$ cat config.mk
export PLATFORM = sky130hd
export DESIGN_NAME = ambient_light_backlight_ramp_flat
export DESIGN_NICKNAME = d
export VERILOG_FILES = /design/src/rtl/core/alb_pkg.sv /design/src/rtl/core/alb_if.sv /design/src/rtl/core/ambient_light_backlight_ramp.sv /design/src/rtl/core/alb_regs.sv /design/src/rtl/core/alb_zone.sv /design/src/rtl/core/alb_ramp.sv /design/src/flat_wrapper.sv
export SDC_FILE = /design/constraint.sdc
export NUM_CORES = 1
export LEC_CHECK = 0
export BUFFER_PORTS_ARGS = -buffer_cell sky130_fd_sc_hd__buf_2
export CAP_MARGIN = 20
export CORE_ASPECT_RATIO = 0.6
export CORE_UTILIZATION = 45
export DETAILED_ROUTE_END_ITERATION = 6
export GPL_TIMING_DRIVEN = 0
export PLACE_DENSITY = 0.74
export SETUP_SLACK_MARGIN = 0.5
export SYNTH_ARGS = -nofsm -noshare
export SYNTH_HDL_FRONTEND = slang
export SYNTH_HIERARCHICAL = 1
export SYNTH_SLANG_ARGS = --single-unit
$ cat constraint.sdc
create_clock -name i_clk -period 10.99 [get_ports i_clk]
set_clock_uncertainty 0.1 [all_clocks]
set_input_delay 2.198 -clock i_clk [delete_from_list [all_inputs] [get_ports i_clk]]
set_output_delay 2.198 -clock i_clk [all_outputs]
set_load 0.1 [all_outputs]
$ cat src/rtl/core/alb_pkg.sv
// Package for the ambient light backlight ramp: fixed widths, register
// indexes, command codes and the structs passed between the core modules.
// No dependencies.
`default_nettype none

package alb_pkg;

    localparam int THR_BITS    = 16;
    localparam int MAX_POINTS  = 4;
    localparam int ZONE_W      = 3;
    localparam int LEVEL_W     = 3;
    localparam int BRIGHT_W    = 6;
    localparam int ROW_BITS    = 30;
    localparam int TABLE_W     = 60;
    localparam int NUM_WORDS   = 4;
    localparam int MASK_W      = 8;
    localparam int DATA_W      = 64;
    localparam int ADDR_W      = 6;
    localparam int REG_IDX_W   = 3;

    // Register indexes, taken from paddr[5:3].
    localparam logic [REG_IDX_W-1:0] REG_THRESHOLDS = 3'd0;
    localparam logic [REG_IDX_W-1:0] REG_ACTIVE     = 3'd1;
    localparam logic [REG_IDX_W-1:0] REG_TABLE_01   = 3'd2;
    localparam logic [REG_IDX_W-1:0] REG_TABLE_23   = 3'd3;
    localparam logic [REG_IDX_W-1:0] REG_TABLE_45   = 3'd4;
    localparam logic [REG_IDX_W-1:0] REG_TABLE_67   = 3'd5;
    localparam logic [REG_IDX_W-1:0] REG_VALID_MASK = 3'd6;

    // Input command codes.
    localparam logic CMD_TICK  = 1'b0;
    localparam logic CMD_LEVEL = 1'b1;

    localparam logic [LEVEL_W-1:0] LEVEL_RESET = 3'd5;

    typedef struct packed {
        logic [DATA_W-1:0]                   thresholds;
        logic [2:0]                          active_points;
        logic [NUM_WORDS-1:0][TABLE_W-1:0]   levels;
        logic [MASK_W-1:0]                   valid_mask;
    } t_cfg;

    typedef struct packed {
        logic [BRIGHT_W-1:0] brightness;
        logic [BRIGHT_W-1:0] target;
        logic [ZONE_W-1:0]   zone;
        logic                changed;
        logic                row_valid;
    } t_result;

endpackage

`default_nettype wire

$ cat src/rtl/core/alb_if.sv
// Valid/ready channel interfaces for the ambient light backlight ramp:
// the sample channel and the result channel. No dependencies.
`default_nettype none

interface alb_in_if #(
    parameter int SAMPLE_BITS = 12
);
    logic                   valid;
    logic                   ready;
    logic                   command;
    logic [SAMPLE_BITS-1:0] sample;
    logic [2:0]             new_menu_level;

    modport source (output valid, command, sample, new_menu_level, input ready);
    modport sink   (input valid, command, sample, new_menu_level, output ready);
endinterface

interface alb_out_if;
    logic       valid;
    logic       ready;
    logic [5:0] brightness;
    logic [5:0] target;
    logic [2:0] zone;
    logic       changed;
    logic       row_valid;

    modport source (output valid, brightness, target, zone, changed, row_valid,
                    input ready);
    modport sink   (input valid, brightness, target, zone, changed, row_valid,
                    output ready);
endinterface

`default_nettype wire

$ cat src/rtl/core/ambient_light_backlight_ramp.sv
// Top level of the ambient light backlight ramp: input register, zone
// classifier, ramp stage and result register. Depends on alb_pkg, alb_if,
// alb_regs, alb_zone and alb_ramp.
//
// Usage:
//   Sample transactions arrive on i_in (command, sample, new_menu_level) and
//   each one produces exactly one result transaction on o_out (brightness,
//   target, zone, changed, row_valid), in order.
//   The configuration registers sit on the APB-style port at byte address
//   8*i; write them only while no transaction is in flight.
//
// Flow and throughput:
//   A transaction accepted at a clock edge is held in the input register,
//   classified combinationally, and applied to the brightness state at the
//   edge that moves it into the result register, from which its result is
//   presented on o_out. One transaction is taken every cycle while the
//   receiver keeps o_out.ready high; the single brightness/menu-level update
//   in the ramp stage sets that figure.
//
// Reset (i_rst_n low at a clock edge) empties both registers, sets the
// brightness to 0, the menu level to 5 and the registers to their defaults.
// When the receiver holds o_out.ready low, the result register keeps its
// transaction, the stage behind it stalls, and i_in.ready falls once the
// input register is also full; nothing is dropped or repeated.
`default_nettype none

module ambient_light_backlight_ramp
    import alb_pkg::*;
#(
    parameter int NUM_POINTS  = 4,
    parameter int MENU_LEVELS = 8,
    parameter int SAMPLE_BITS = 12
) (
    input  wire logic              i_clk,
    input  wire logic              i_rst_n,
    alb_in_if.sink                 i_in,
    alb_out_if.source              o_out,
    input  wire logic              psel,
    input  wire logic              penable,
    input  wire logic              pwrite,
    input  wire logic [ADDR_W-1:0] paddr,
    input  wire logic [DATA_W-1:0] pwdata,
    output logic      [DATA_W-1:0] prdata,
    output logic                   pready
);

    t_cfg                   w_cfg;

    // Input register.
    logic                   r_in_valid;
    logic                   r_command;
    logic [SAMPLE_BITS-1:0] r_sample;
    logic [LEVEL_W-1:0]     r_new_level;

    // Result register.
    logic                   r_out_valid;
    t_result                r_out;

    logic                   w_fire;
    logic                   w_in_ready;
    logic [ZONE_W-1:0]      w_zone;
    t_result                w_result;

    alb_regs u_regs (
        .i_clk   (i_clk),
        .i_rst_n (i_rst_n),
        .psel    (psel),
        .penable (penable),
        .pwrite  (pwrite),
        .paddr   (paddr),
        .pwdata  (pwdata),
        .prdata  (prdata),
        .pready  (pready),
        .o_cfg   (w_cfg)
    );

    // The held item moves into the result register whenever that register
    // is empty or is being drained in the same cycle.
    assign w_fire     = r_in_valid && (!r_out_valid || o_out.ready);
    assign w_in_ready = !r_in_valid || w_fire;
    assign i_in.ready = w_in_ready;

    always_ff @(posedge i_clk) begin
        if (!i_rst_n) begin
            r_in_valid <= 1'b0;
        end else if (w_in_ready) begin
            r_in_valid <= i_in.valid;
        end
    end

    always_ff @(posedge i_clk) begin
        if (w_in_ready && i_in.valid) begin
            r_command   <= i_in.command;
            r_sample    <= i_in.sample;
            r_new_level <= i_in.new_menu_level;
        end
    end

    alb_zone #(
        .NUM_POINTS  (NUM_POINTS),
        .SAMPLE_BITS (SAMPLE_BITS)
    ) u_zone (
        .i_sample        (r_sample),
        .i_thresholds    (w_cfg.thresholds),
        .i_active_points (w_cfg.active_points),
        .o_zone          (w_zone)
    );

    alb_ramp #(
        .MENU_LEVELS (MENU_LEVELS)
    ) u_ramp (
        .i_clk       (i_clk),
        .i_rst_n     (i_rst_n),
        .i_fire      (w_fire),
        .i_command   (r_command),
        .i_new_level (r_new_level),
        .i_zone      (w_zone),
        .i_cfg       (w_cfg),
        .o_result    (w_result)
    );

    always_ff @(posedge i_clk) begin
        if (!i_rst_n) begin
            r_out_valid <= 1'b0;
        end else if (w_fire) begin
            r_out_valid <= 1'b1;
        end else if (o_out.ready) begin
            r_out_valid <= 1'b0;
        end
    end

    always_ff @(posedge i_clk) begin
        if (w_fire) begin
            r_out <= w_result;
        end
    end

    assign o_out.valid      = r_out_valid;
    assign o_out.brightness = r_out.brightness;
    assign o_out.target     = r_out.target;
    assign o_out.zone       = r_out.zone;
    assign o_out.changed    = r_out.changed;
    assign o_out.row_valid  = r_out.row_valid;

endmodule

`default_nettype wire

$ cat src/rtl/core/alb_regs.sv
// APB-style configuration register file for the backlight ramp.
// Depends on alb_pkg.
`default_nettype none

module alb_regs
    import alb_pkg::*;
(
    input  wire logic              i_clk,
    input  wire logic              i_rst_n,
    input  wire logic              psel,
    input  wire logic              penable,
    input  wire logic              pwrite,
    input  wire logic [ADDR_W-1:0] paddr,
    input  wire logic [DATA_W-1:0] pwdata,
    output logic      [DATA_W-1:0] prdata,
    output logic                   pready,
    output t_cfg                   o_cfg
);

    t_cfg                 r_cfg;
    logic                 w_wr;
    logic [REG_IDX_W-1:0] w_idx;

    assign pready = 1'b1;
    assign w_wr   = psel & penable & pwrite;
    assign w_idx  = paddr[ADDR_W-1:ADDR_W-REG_IDX_W];

    always_ff @(posedge i_clk) begin
        if (!i_rst_n) begin
            r_cfg.thresholds    <= '1;
            r_cfg.active_points <= 3'(MAX_POINTS);
            r_cfg.levels        <= '0;
            r_cfg.valid_mask    <= '0;
        end else if (w_wr) begin
            case (w_idx)
                REG_THRESHOLDS: r_cfg.thresholds    <= pwdata;
                REG_ACTIVE:     r_cfg.active_points <= pwdata[2:0];
                REG_TABLE_01:   r_cfg.levels[0]     <= pwdata[TABLE_W-1:0];
                REG_TABLE_23:   r_cfg.levels[1]     <= pwdata[TABLE_W-1:0];
                REG_TABLE_45:   r_cfg.levels[2]     <= pwdata[TABLE_W-1:0];
                REG_TABLE_67:   r_cfg.levels[3]     <= pwdata[TABLE_W-1:0];
                REG_VALID_MASK: r_cfg.valid_mask    <= pwdata[MASK_W-1:0];
                default: begin
                end
            endcase
        end
    end

    always_comb begin
        case (w_idx)
            REG_THRESHOLDS: prdata = r_cfg.thresholds;
            REG_ACTIVE:     prdata = DATA_W'(r_cfg.active_points);
            REG_TABLE_01:   prdata = DATA_W'(r_cfg.levels[0]);
            REG_TABLE_23:   prdata = DATA_W'(r_cfg.levels[1]);
            REG_TABLE_45:   prdata = DATA_W'(r_cfg.levels[2]);
            REG_TABLE_67:   prdata = DATA_W'(r_cfg.levels[3]);
            REG_VALID_MASK: prdata = DATA_W'(r_cfg.valid_mask);
            default:        prdata = '0;
        endcase
    end

    assign o_cfg = r_cfg;

endmodule

`default_nettype wire

$ cat src/rtl/core/alb_zone.sv
// Illuminance zone classifier: parallel compare of one sample against the
// active thresholds. Depends on alb_pkg.
`default_nettype none

module alb_zone
    import alb_pkg::*;
#(
    parameter int NUM_POINTS  = 4,
    parameter int SAMPLE_BITS = 12
) (
    input  wire logic [SAMPLE_BITS-1:0] i_sample,
    input  wire logic [DATA_W-1:0]      i_thresholds,
    input  wire logic [2:0]             i_active_points,
    output logic      [ZONE_W-1:0]      o_zone
);

    logic [2:0]          w_count;
    logic [THR_BITS-1:0] w_sample;

    assign w_sample = THR_BITS'(i_sample);
    assign w_count  = (i_active_points > 3'(NUM_POINTS)) ? 3'(NUM_POINTS)
                                                          : i_active_points;

    // The lowest-indexed active threshold above the sample wins; walk from the top
    // down so the lowest index is written last.
    always_comb begin
        o_zone = ZONE_W'(w_count);
        for (int i = NUM_POINTS - 1; i >= 0; i--) begin
            if ((3'(i) < w_count) &&
                (w_sample < i_thresholds[THR_BITS*i +: THR_BITS])) begin
                o_zone = ZONE_W'(i);
            end
        end
    end

endmodule

`default_nettype wire

$ cat src/rtl/core/alb_ramp.sv
// Brightness state, menu level, target lookup and ramp step for the
// backlight ramp. Depends on alb_pkg.
`default_nettype none

module alb_ramp
    import alb_pkg::*;
#(
    parameter int MENU_LEVELS = 8
) (
    input  wire logic               i_clk,
    input  wire logic               i_rst_n,
    input  wire logic               i_fire,
    input  wire logic               i_command,
    input  wire logic [LEVEL_W-1:0] i_new_level,
    input  wire logic [ZONE_W-1:0]  i_zone,
    input  t_cfg                    i_cfg,
    output t_result                 o_result
);

    logic [BRIGHT_W-1:0] r_brightness;
    logic [BRIGHT_W-1:0] n_brightness;
    logic [LEVEL_W-1:0]  r_menu_level;
    logic [LEVEL_W-1:0]  n_menu_level;
    logic                w_valid;
    logic [TABLE_W-1:0]  w_word;
    logic [ROW_BITS-1:0] w_row;
    logic [BRIGHT_W-1:0] w_target;
    logic                w_changed;

    // A level change takes effect for the item that carries it.
    assign n_menu_level = (i_command == CMD_LEVEL) ? i_new_level : r_menu_level;

    assign w_valid = ({1'b0, n_menu_level} < 4'(MENU_LEVELS)) &&
                     i_cfg.valid_mask[n_menu_level];

    assign w_word = i_cfg.levels[n_menu_level[LEVEL_W-1:1]];
    assign w_row  = n_menu_level[0] ? w_word[TABLE_W-1:ROW_BITS]
                                    : w_word[ROW_BITS-1:0];

    always_comb begin
        w_target = '0;
        if (w_valid) begin
            case (i_zone)
                3'd0:    w_target = w_row[ 5: 0];
                3'd1:    w_target = w_row[11: 6];
                3'd2:    w_target = w_row[17:12];
                3'd3:    w_target = w_row[23:18];
                3'd4:    w_target = w_row[29:24];
                default: w_target = '0;
            endcase
        end
    end

    assign w_changed = w_valid && (w_target != r_brightness);

    always_comb begin
        n_brightness = r_brightness;
        if (w_changed) begin
            if (i_command == CMD_LEVEL) begin
                n_brightness = w_target;
            end else if (w_target < r_brightness) begin
                n_brightness = r_brightness - 6'd1;
            end else begin
                n_brightness = r_brightness + 6'd1;
            end
        end
    end

    always_ff @(posedge i_clk) begin
        if (!i_rst_n) begin
            r_brightness <= '0;
            r_menu_level <= LEVEL_RESET;
        end else if (i_fire) begin
            r_brightness <= n_brightness;
            r_menu_level <= n_menu_level;
        end
    end

    assign o_result.brightness = n_brightness;
    assign o_result.target     = w_target;
    assign o_result.zone       = i_zone;
    assign o_result.changed    = w_changed;
    assign o_result.row_valid  = w_valid;

`ifndef SYNTHESIS
    a_tick_single_step: assert property (@(posedge i_clk) disable iff (!i_rst_n)
        (i_fire && (i_command == CMD_TICK)) |=>
            (r_brightness == $past(r_brightness) ||
             r_brightness == $past(r_brightness) + 6'd1 ||
             r_brightness == $past(r_brightness) - 6'd1))
        else $error("brightness moved more than one step on a tick");

    a_hold_when_idle: assert property (@(posedge i_clk) disable iff (!i_rst_n)
        !i_fire |=> ($stable(r_brightness) && $stable(r_menu_level)))
        else $error("state changed without a transaction");

    a_level_stored: assert property (@(posedge i_clk) disable iff (!i_rst_n)
        (i_fire && (i_command == CMD_LEVEL)) |=> (r_menu_level == $past(i_new_level)))
        else $error("menu level not stored on a level change");
`endif

endmodule

`default_nettype wire

$ cat src/flat_wrapper.sv
// flat-port wrapper written by rule: the top's interface ports become plain ports
module ambient_light_backlight_ramp_flat import alb_pkg::*;
#(
    parameter int NUM_POINTS  = 4,
    parameter int MENU_LEVELS = 8,
    parameter int SAMPLE_BITS = 12
)
  (i_clk, i_rst_n, psel, penable, pwrite, paddr, pwdata, prdata, pready, i_in_valid, i_in_command, i_in_sample, i_in_new_menu_level, i_in_ready, o_out_valid, o_out_brightness, o_out_target, o_out_zone, o_out_changed, o_out_row_valid, o_out_ready);
  alb_in_if #(.SAMPLE_BITS(SAMPLE_BITS)) i_in_i ();
  alb_out_if o_out_i ();
  input  wire logic i_clk;
  input  wire logic i_rst_n;
  input  wire logic psel;
  input  wire logic penable;
  input  wire logic pwrite;
  input  wire logic [ADDR_W-1:0] paddr;
  input  wire logic [DATA_W-1:0] pwdata;
  output logic      [DATA_W-1:0] prdata;
  output logic pready;
  input wire logic [$bits(i_in_i.valid)-1:0] i_in_valid;
  input wire logic [$bits(i_in_i.command)-1:0] i_in_command;
  input wire logic [$bits(i_in_i.sample)-1:0] i_in_sample;
  input wire logic [$bits(i_in_i.new_menu_level)-1:0] i_in_new_menu_level;
  output wire logic [$bits(i_in_i.ready)-1:0] i_in_ready;
  output wire logic [$bits(o_out_i.valid)-1:0] o_out_valid;
  output wire logic [$bits(o_out_i.brightness)-1:0] o_out_brightness;
  output wire logic [$bits(o_out_i.target)-1:0] o_out_target;
  output wire logic [$bits(o_out_i.zone)-1:0] o_out_zone;
  output wire logic [$bits(o_out_i.changed)-1:0] o_out_changed;
  output wire logic [$bits(o_out_i.row_valid)-1:0] o_out_row_valid;
  input wire logic [$bits(o_out_i.ready)-1:0] o_out_ready;
  assign i_in_i.valid = i_in_valid;
  assign i_in_i.command = i_in_command;
  assign i_in_i.sample = i_in_sample;
  assign i_in_i.new_menu_level = i_in_new_menu_level;
  assign i_in_ready = i_in_i.ready;
  assign o_out_valid = o_out_i.valid;
  assign o_out_brightness = o_out_i.brightness;
  assign o_out_target = o_out_i.target;
  assign o_out_zone = o_out_i.zone;
  assign o_out_changed = o_out_i.changed;
  assign o_out_row_valid = o_out_i.row_valid;
  assign o_out_i.ready = o_out_ready;
  ambient_light_backlight_ramp #(.NUM_POINTS(NUM_POINTS), .MENU_LEVELS(MENU_LEVELS), .SAMPLE_BITS(SAMPLE_BITS)) u_core (.i_clk(i_clk), .i_rst_n(i_rst_n), .i_in(i_in_i), .o_out(o_out_i), .psel(psel), .penable(penable), .pwrite(pwrite), .paddr(paddr), .pwdata(pwdata), .prdata(prdata), .pready(pready));
endmodule
==> results by group, run 1 <==
Timing
  – Crit path time final: 8.246 ns
  – Final setup viols: 0
  – RSZ-0062 raised after global routing: false
  – Pins Over Slew Limit: 0
  – Fin Setup TNS: 0 ns
  – Hold WS: 0.3723 ns
  – Hold Violations, Final: 0
  – Worst-margin pin slew: 1.402 ns
  – Max_slew headroom: 0.06537
  – Final Cycle Share: 0.7503
  – FMAX: 0.1213 GHz

GRT
  – Largest net degree at the start of global routing: 24
  – Initial antenna violation count: 7
  – First-pass GRT wire length: 150,200 um
  – Vias in the first global route: 20,208
  – All-Layer GR Usage: 0.4534
  – Congestion Overflow GR: 0

Routing
  – Vias per inst: 6.697
  – Remaining DRCs: 26
  – Drt wl/cell: 34.51 um
  – Via Count: 21,389
  – DR pass1 iterations: 7
  – Routed WL: 110,200 um
  – Initial drt markers: 3,665
  – Routed Antenna Nets: 0

Cells and area
  – Final nets: 2,695
  – Final Util: 0.5277
  – Area grow syn2layout: 14.28%
  – Share of cells above drive strength 1: 0.1525
  – Post-route design area: 23,970 um2

Status
  – Status: complete, but fails checks
  – Failing checks: DRC

Logic synthesis
  – Post-Synth XOR/XNOR Area: 0.001253
  – Part of the Yosys area used for sequential elements: 0.3584
  – Post-Syn Area per Cell: 9.017 um2
  – Mux share of post-synthesis cell area: 0.2194
  – Adder-cell share of the synthesized area: 0.03317
  – Post-synth top cells: mux2i_1 (406), nand2_1 (403), dfxtp_1 (326), nor2b_1 (142)
  – Ys async rst share: 0
  – Synth Flop Type: dfxtp_1
  – Post-Synthesis Cells: 2,326
  – Synthesized cell area: 20,970 um2
  – Compound-gate portion of the synthesized area: 0.1635
  – Seq cells post-synth: 359
  – Most common cell in the synthesized netlist: mux2i_1
  – Synth top area share: 0.3112
  – Simple-gate share of the synthesized area: 0.1607
  – Main combinational cell family by area after synthesis: multiplexers
  – Synth warn: 6
  – Number of library cell types mapped by synthesis: 82
  – Cell taking the most area after synthesis: dfxtp_1
  – Number of enable flip-flop cells after synthesis: 33
  – Synth area leaders: dfxtp_1 (31%), mux2i_1 (19%), nand2_1 (7.2%)
  – Mapped Nets: 2,474

Placed design
  – Post-detail-place hpwl: 84,440 um
  – RePlAce Congestion: 1.061
  – I/O Buffers: 172
  – Post-place instance area: 22,700 um2

Run
  – Max-cap violations: 0

Critical path
  – Crit path capture type: flop
  – Cell family with most CP delay: compound AO/OA/AOI/OAI gates
  – Crit path cell chain: ha_1, a211o_1, a21oi_1, a21oi_1, o22ai_1, o32ai_2, or3b_2, clkbuf_1, a221oi_1, nand2_1, nand4b_1, o21a_1, ha_1, a2111oi_0, a21oi_1, inv_1, ha_1, a211oi_1, o21bai_1, a21oi_1, xnor2_1, nor3_1, mux2i_1, nand3_1
  – Startpoint Class: flop
  – Critical path type: reg -> reg
  – CP Buf/Inv Count: 2
  – Critical path peak fanout: 7
  – WP data required: 11.17 ns
  – CP arrival: 8.43 ns
  – CP max-delay cell: a221oi_1
  – CP peak stage delay: 1.12 ns
  – Most frequent CP cell: a21oi_1

Die
  – DIE HEIGHT: 169.2 um
  – Core Box Area: 45,420 um2
  – Boundary pin count: 177
  – Initial Util: 0.4618
  – Standard-cell rows: 60
  – Chip Width: 280.7 um
  – Die area: 47,510 um2

Clock tree
  – Clock sink total: 359
  – Post-CTS Resized: 0
  – # hold bufs at CTS: 0
  – TritonCTS clock tree: yes
  – Clk Latency, worst-skew pair: 0.56 ns
  – Clock Pin Slew Worst Setup and Hold Paths: 0.07 ns
  – CTS Buf Count: 37
  – Setup repair bufs after CTS: 0
  – CTS H-tree depth: 2
  – CTS Buffer Depth: 3
  – Root buf cell: clkbuf_16

Min path
  – Worst hold-check path type: reg -> reg

Power
  – Peak supply drop: 0.1372 mV
  – Overall power: 3.305 mW
  – LEAKAGE: 8.931 nW
  – Pwr dens: 137.9 nW/um2
==> cells in the final DEF, fill, tap and decap left out, types with 6 or more instances in the layout <==
| master | netlist | final |
|---|---|---|
| a211o_1 | 7 | 7 |
| a211oi_1 | 41 | 40 |
| a21oi_1 | 47 | 46 |
| a221o_1 | 9 | 9 |
| a221oi_1 | 22 | 22 |
| a22oi_1 | 60 | 60 |
| a31oi_1 | 7 | 7 |
| and2_1 | 6 | 6 |
| and3_1 | 6 | 6 |
| buf_1 | 9 | 9 |
| buf_2 | 46 | 220 |
| buf_4 | 48 | 50 |
| buf_6 | 6 | 6 |
| clkbuf_1 | 84 | 89 |
| clkbuf_16 | 0 | 38 |
| clkbuf_8 | 0 | 7 |
| dfxtp_1 | 326 | 326 |
| edfxtp_1 | 33 | 33 |
| ha_1 | 54 | 54 |
| inv_1 | 85 | 85 |
| mux2_2 | 16 | 16 |
| mux2i_1 | 406 | 406 |
| mux4_2 | 13 | 13 |
| nand2_1 | 403 | 403 |
| nand2b_1 | 18 | 18 |
| nand3_1 | 16 | 16 |
| nand4_1 | 14 | 14 |
| nor2_1 | 55 | 55 |
| nor2b_1 | 142 | 141 |
| nor3_1 | 16 | 16 |
| nor3b_1 | 7 | 7 |
| nor4_1 | 6 | 6 |
| o211ai_1 | 51 | 51 |
| o21a_1 | 21 | 21 |
| o21ai_0 | 85 | 85 |
| o221ai_1 | 57 | 57 |
| o22ai_1 | 17 | 17 |
| o31a_1 | 6 | 6 |
| o31ai_1 | 8 | 8 |
==> cells by family (layout without fill, tap and decap cells) <==
logic type | count (synthesis) | count (layout)
muxes | 438 | 438
DFF | 359 | 359
adders and majority gates | 55 | 55
buffers and inverters | 279 | 523
AOI/OAI and AO/OA | 477 | 477
other | 1 | 5
xor gates and xnor gates | 3 | 3
and+or+nand+nor | 714 | 714
==> layout make-up <==
cell class | instances | area (um2)
Buffer | 193 | 1007
Sequential cell | 359 | 7517
Clock inverter | 12 | 162.7
Multi-Input combinational cell | 1688 | 12140
Timing Repair Buffer | 182 | 968.4
Antenna cell | 4 | 10.01
Clock buffer | 50 | 1066
Inverter | 86 | 322.8
Fill cell | 4144 | 21450
Tap cell | 620 | 775.7
==> through the flow <==
stage                     instances  setup WS, ns
after global routing           3190         2.612
after detailed placement       3124         3.214
after global placement         3118         2.310
final                          3194         2.744
after floorplan                2326         3.729
after CTS                      3186         3.163
==> power by group <==
group          switching (mW)  internal (mW)  total [mW]  leakage [nW]
Combinational           0.461          0.149       0.610          5.37
Clock                   0.582          0.753        1.34         0.607
Sequential             0.0199           1.34        1.36          2.95
==> sequential cells by signal (all words and copies together), names as in the netlist <==
name	cells
u_core/r_command	1
u_core/o_out.target	6
u_core/u_regs/o_cfg	315
u_core/u_ramp/r_brightness	6
u_core/o_out.brightness	6
u_core/o_out.row_valid	1
u_core/o_out.zone	3
u_core/r_new_level	3
u_core/u_ramp/r_menu_level	3
u_core/o_out.valid	1
u_core/r_in_valid	1
u_core/o_out.changed	1
u_core/r_sample	12
==> worst paths after layout <==
path	from	slack, ns	end	cells after the start
worst max register to register	u_core/r_sample[9]$_DFFE_PP_	2.74	u_core/o_out.brightness[5]$_DFFE_PP_	24
worst min-delay path	u_core/u_regs/o_cfg[156]$_SDFFE_PN0P_	0.37	u_core/u_regs/o_cfg[156]$_SDFFE_PN0P_	2
worst max-delay path	u_core/r_sample[9]$_DFFE_PP_	2.74	u_core/o_out.brightness[5]$_DFFE_PP_	24
worst min register to register	u_core/u_regs/o_cfg[156]$_SDFFE_PN0P_	0.37	u_core/u_regs/o_cfg[156]$_SDFFE_PN0P_	2
==> layer usage <==
layer,share of wire,wire length [um],global-route usage,up-vias
li1,-,-,-,8809
met3,0.15,16500,0.1813,311
met4,0.046,5110,0.1860,4
met2,0.38,41960,0.6126,1831
met1,0.42,46570,0.6313,10434
met5,0.00093,102,0,-
==> worst reg2reg max path, stage by stage, from the launching register on <==
cell       delay (ns)
edfxtp_1         0.54
ha_1             0.38
a211o_1          0.26
a21oi_1          0.24
a21oi_1          0.15
o22ai_1          0.37
o32ai_2          0.39
or3b_2           0.54
clkbuf_1         0.27
a221oi_1         1.12
nand2_1          0.57
nand4b_1         0.33
o21a_1           0.22
ha_1             0.26
a2111oi_0        0.40
a21oi_1          0.23
inv_1            0.17
ha_1             0.27
a211oi_1         0.33
o21bai_1         0.12
a21oi_1          0.20
xnor2_1          0.18
nor3_1           0.09
mux2i_1          0.16
nand3_1          0.10
Power figures use the tool's default switching activity.
==> inputs of run 2 (changes only) <==
==> constraint.sdc (replaced) <==
create_clock -name i_clk -period 8.1 [get_ports i_clk]
set_clock_uncertainty 0.1 [all_clocks]
set_input_delay 1.62 -clock i_clk [delete_from_list [all_inputs] [get_ports i_clk]]
set_output_delay 1.62 -clock i_clk [all_outputs]
set_load 0.1 [all_outputs]
==> results by group, run 2 (synthesized netlist as in run 1, its figures left out) <==
Routing
  – Drt wl/cell: 34.53 um
  – Remaining DRCs: 0
  – Vias per inst: 6.679
  – DR pass1 iterations: 6
  – Routed Antenna Nets: 0
  – Initial drt markers: 3,508
  – Routed WL: 110,300 um
  – Via Count: 21,345

Critical path
  – FF-to-FF path depth: 26
  – Cell family with most CP delay: compound AO/OA/AOI/OAI gates
  – CP Buf/Inv Count: 2
  – Flop2flop setup slack: 0.53 ns
  – WP data required: 8.28 ns
  – Startpoint Class: flop
  – FF-to-FF Start: u_core/r_sample[11]$_DFFE_PP_
  – R2R Path End: u_core/o_out.brightness[5]$_DFFE_PP_
  – Crit path capture type: flop
  – Critical path peak fanout: 5
  – Critical path type: reg -> reg
  – CP peak stage delay: 0.53 ns
  – CP max-delay cell: edfxtp_1
  – CP arrival: 7.75 ns

Die
  – Core Box Area: 45,420 um2
  – Standard-cell rows: 60
  – Chip Width: 280.7 um
  – DIE HEIGHT: 169.2 um
  – Boundary pin count: 177
  – Initial Util: 0.4618
  – Die area: 47,510 um2

Min path
  – Worst hold-check path type: reg -> reg
  – Worst hold start: u_core/u_regs/o_cfg[156]$_SDFFE_PN0P_
  – Hold Crit Endpoint: u_core/u_regs/o_cfg[156]$_SDFFE_PN0P_
  – WHS Path Cells: 2

Cells and area
  – Share of cells above drive strength 1: 0.1556
  – Post-Layout Cell Count: 3,196
  – Most frequent cells in the layout: mux2i_1 (406), nand2_1 (403), dfxtp_1 (326), buf_2 (220), nor2b_1 (141)
  – Max reg flops: 315
  – Final nets: 2,696
  – Area grow syn2layout: 14.59%
  – Commonest non-fill, non-tap cell in the layout: mux2i_1

Timing
  – Crit path time final: 7.570 ns
  – Worst-margin pin slew: 1.353 ns
  – Max_slew headroom: 0.09830
  – Setup WS post-layout: 0.5297 ns
  – Fin Setup TNS: 0 ns
  – Final setup viols: 0
  – Hold Violations, Final: 0
  – RSZ-0062 raised after global routing: false
  – Pins Over Slew Limit: 0
  – Hold WS: 0.3719 ns
  – FMAX: 0.1321 GHz
  – Final Cycle Share: 0.9346

Status
  – Status: completed

Placed design
  – Cell count after placement: 3,124
  – RePlAce Congestion: 1.061
  – Post-detail-place hpwl: 84,440 um
  – DP Worst Slack: 0.3239 ns
  – I/O Buffers: 172

Power
  – LEAKAGE: 8.953 nW
  – Flop pwr share: 0.410
  – Overall power: 4.491 mW
  – Comb pwr share: 0.185
  – Pwr dens: 186.9 nW/um2
  – Internal cell power: 3.042 mW
  – Sw frac: 0.3227
  – Clock power share: 0.405
  – Peak supply drop: 0.1850 mV
  – Net Switching: 1.449 mW

GRT
  – Grt met3 use: 0.1817
  – M2 GR Usage: 0.6127
  – All-Layer GR Usage: 0.4539
  – Largest net degree at the start of global routing: 24
  – Congestion Overflow GR: 0
  – Initial antenna violation count: 7
  – Most Used Layer, Global Route: met1
  – Vias in the first global route: 20,217
  – Met1 Use GR: 0.6326
  – First-pass GRT wire length: 150,300 um

Clock tree
  – Root buf cell: clkbuf_16
  – Clock Pin Slew Worst Setup and Hold Paths: 0.07 ns
  – CTS Buf Count: 37
  – CTS Buffer Depth: 3
  – Clk Latency, worst-skew pair: 0.57 ns
  – CTS H-tree depth: 2
  – TritonCTS clock tree: yes
  – Clock sink total: 359

Run
  – Max-cap violations: 0
-- run 2: worst max path at each step --
stage | from | end | slack (ns) | cells after the start
final | u_core/r_sample[11]$_DFFE_PP_ | u_core/o_out.brightness[5]$_DFFE_PP_ | 0.53 | 26
after global routing | u_core/r_sample[2]$_DFFE_PP_ | u_core/o_out.brightness[5]$_DFFE_PP_ | 0.52 | 25
after CTS | u_core/r_sample[2]$_DFFE_PP_ | u_core/o_out.brightness[5]$_DFFE_PP_ | 0.57 | 26
after detailed placement | u_core/r_sample[2]$_DFFE_PP_ | u_core/o_out.brightness[5]$_DFFE_PP_ | 0.32 | 25
after global placement | u_core/r_sample[2]$_DFFE_PP_ | u_core/o_out.brightness[5]$_DFFE_PP_ | -0.58 | 24
after floorplan | paddr[4] | prdata[0] | 2.00 | 5
-- run 2: cell type report --
type | instances | area (um2)
fill | 4139 | 21380
buffer | 193 | 1008
inverter | 86 | 322.8
multi-input combinational | 1688 | 12190
clock buffer | 50 | 1066
sequential | 359 | 7517
tap | 620 | 775.7
antenna | 5 | 12.51
clock inverter | 12 | 162.7
timing repair buffer | 183 | 975.9
-- run 2: tightest hold or removal path, delay by kind of cell (launching register included) --
family | cells | cell delay, ns
DFF | 1 | 0.32
muxes | 1 | 0.05
and+or+nand+nor | 1 | 0.06
-- run 2: metal layers --
metal / share of wire / vias up / routed length (um)
met5: 0.0010 / - / 115
met4: 0.044 / 4 / 4892
met3: 0.15 / 276 / 16780
met2: 0.38 / 1796 / 42150
met1: 0.42 / 10453 / 46410
li1: - / 8816 / -
-- run 2: stage by stage --
step,util,instance area (um2)
2_1_floorplan,-,20970
3_3_place_gp,0.4978,22610
3_5_place_dp,0.4997,22700
4_1_cts,0.5273,23950
5_1_grt,0.5289,24020
6_report,0.5292,24030
-- run 2: power groups by stage --
stage,Clock (mW),Combinational [mW],Sequential (mW)
after floorplan,0,0.463,1.90
after global placement,0,0.774,1.88
after detailed placement,0,0.785,1.88
after CTS,1.81,0.788,1.84
after global routing,1.88,0.840,1.84
final,1.82,0.830,1.84
-- run 2: what timing repair did --
item                                    in CTS  in global routing
hold buffers                                 0                  0
endpoints found under the setup margin       3                  3
setup buffers                                0                  1
gates resized for setup                      3                  7
pin swaps                                    0                  1
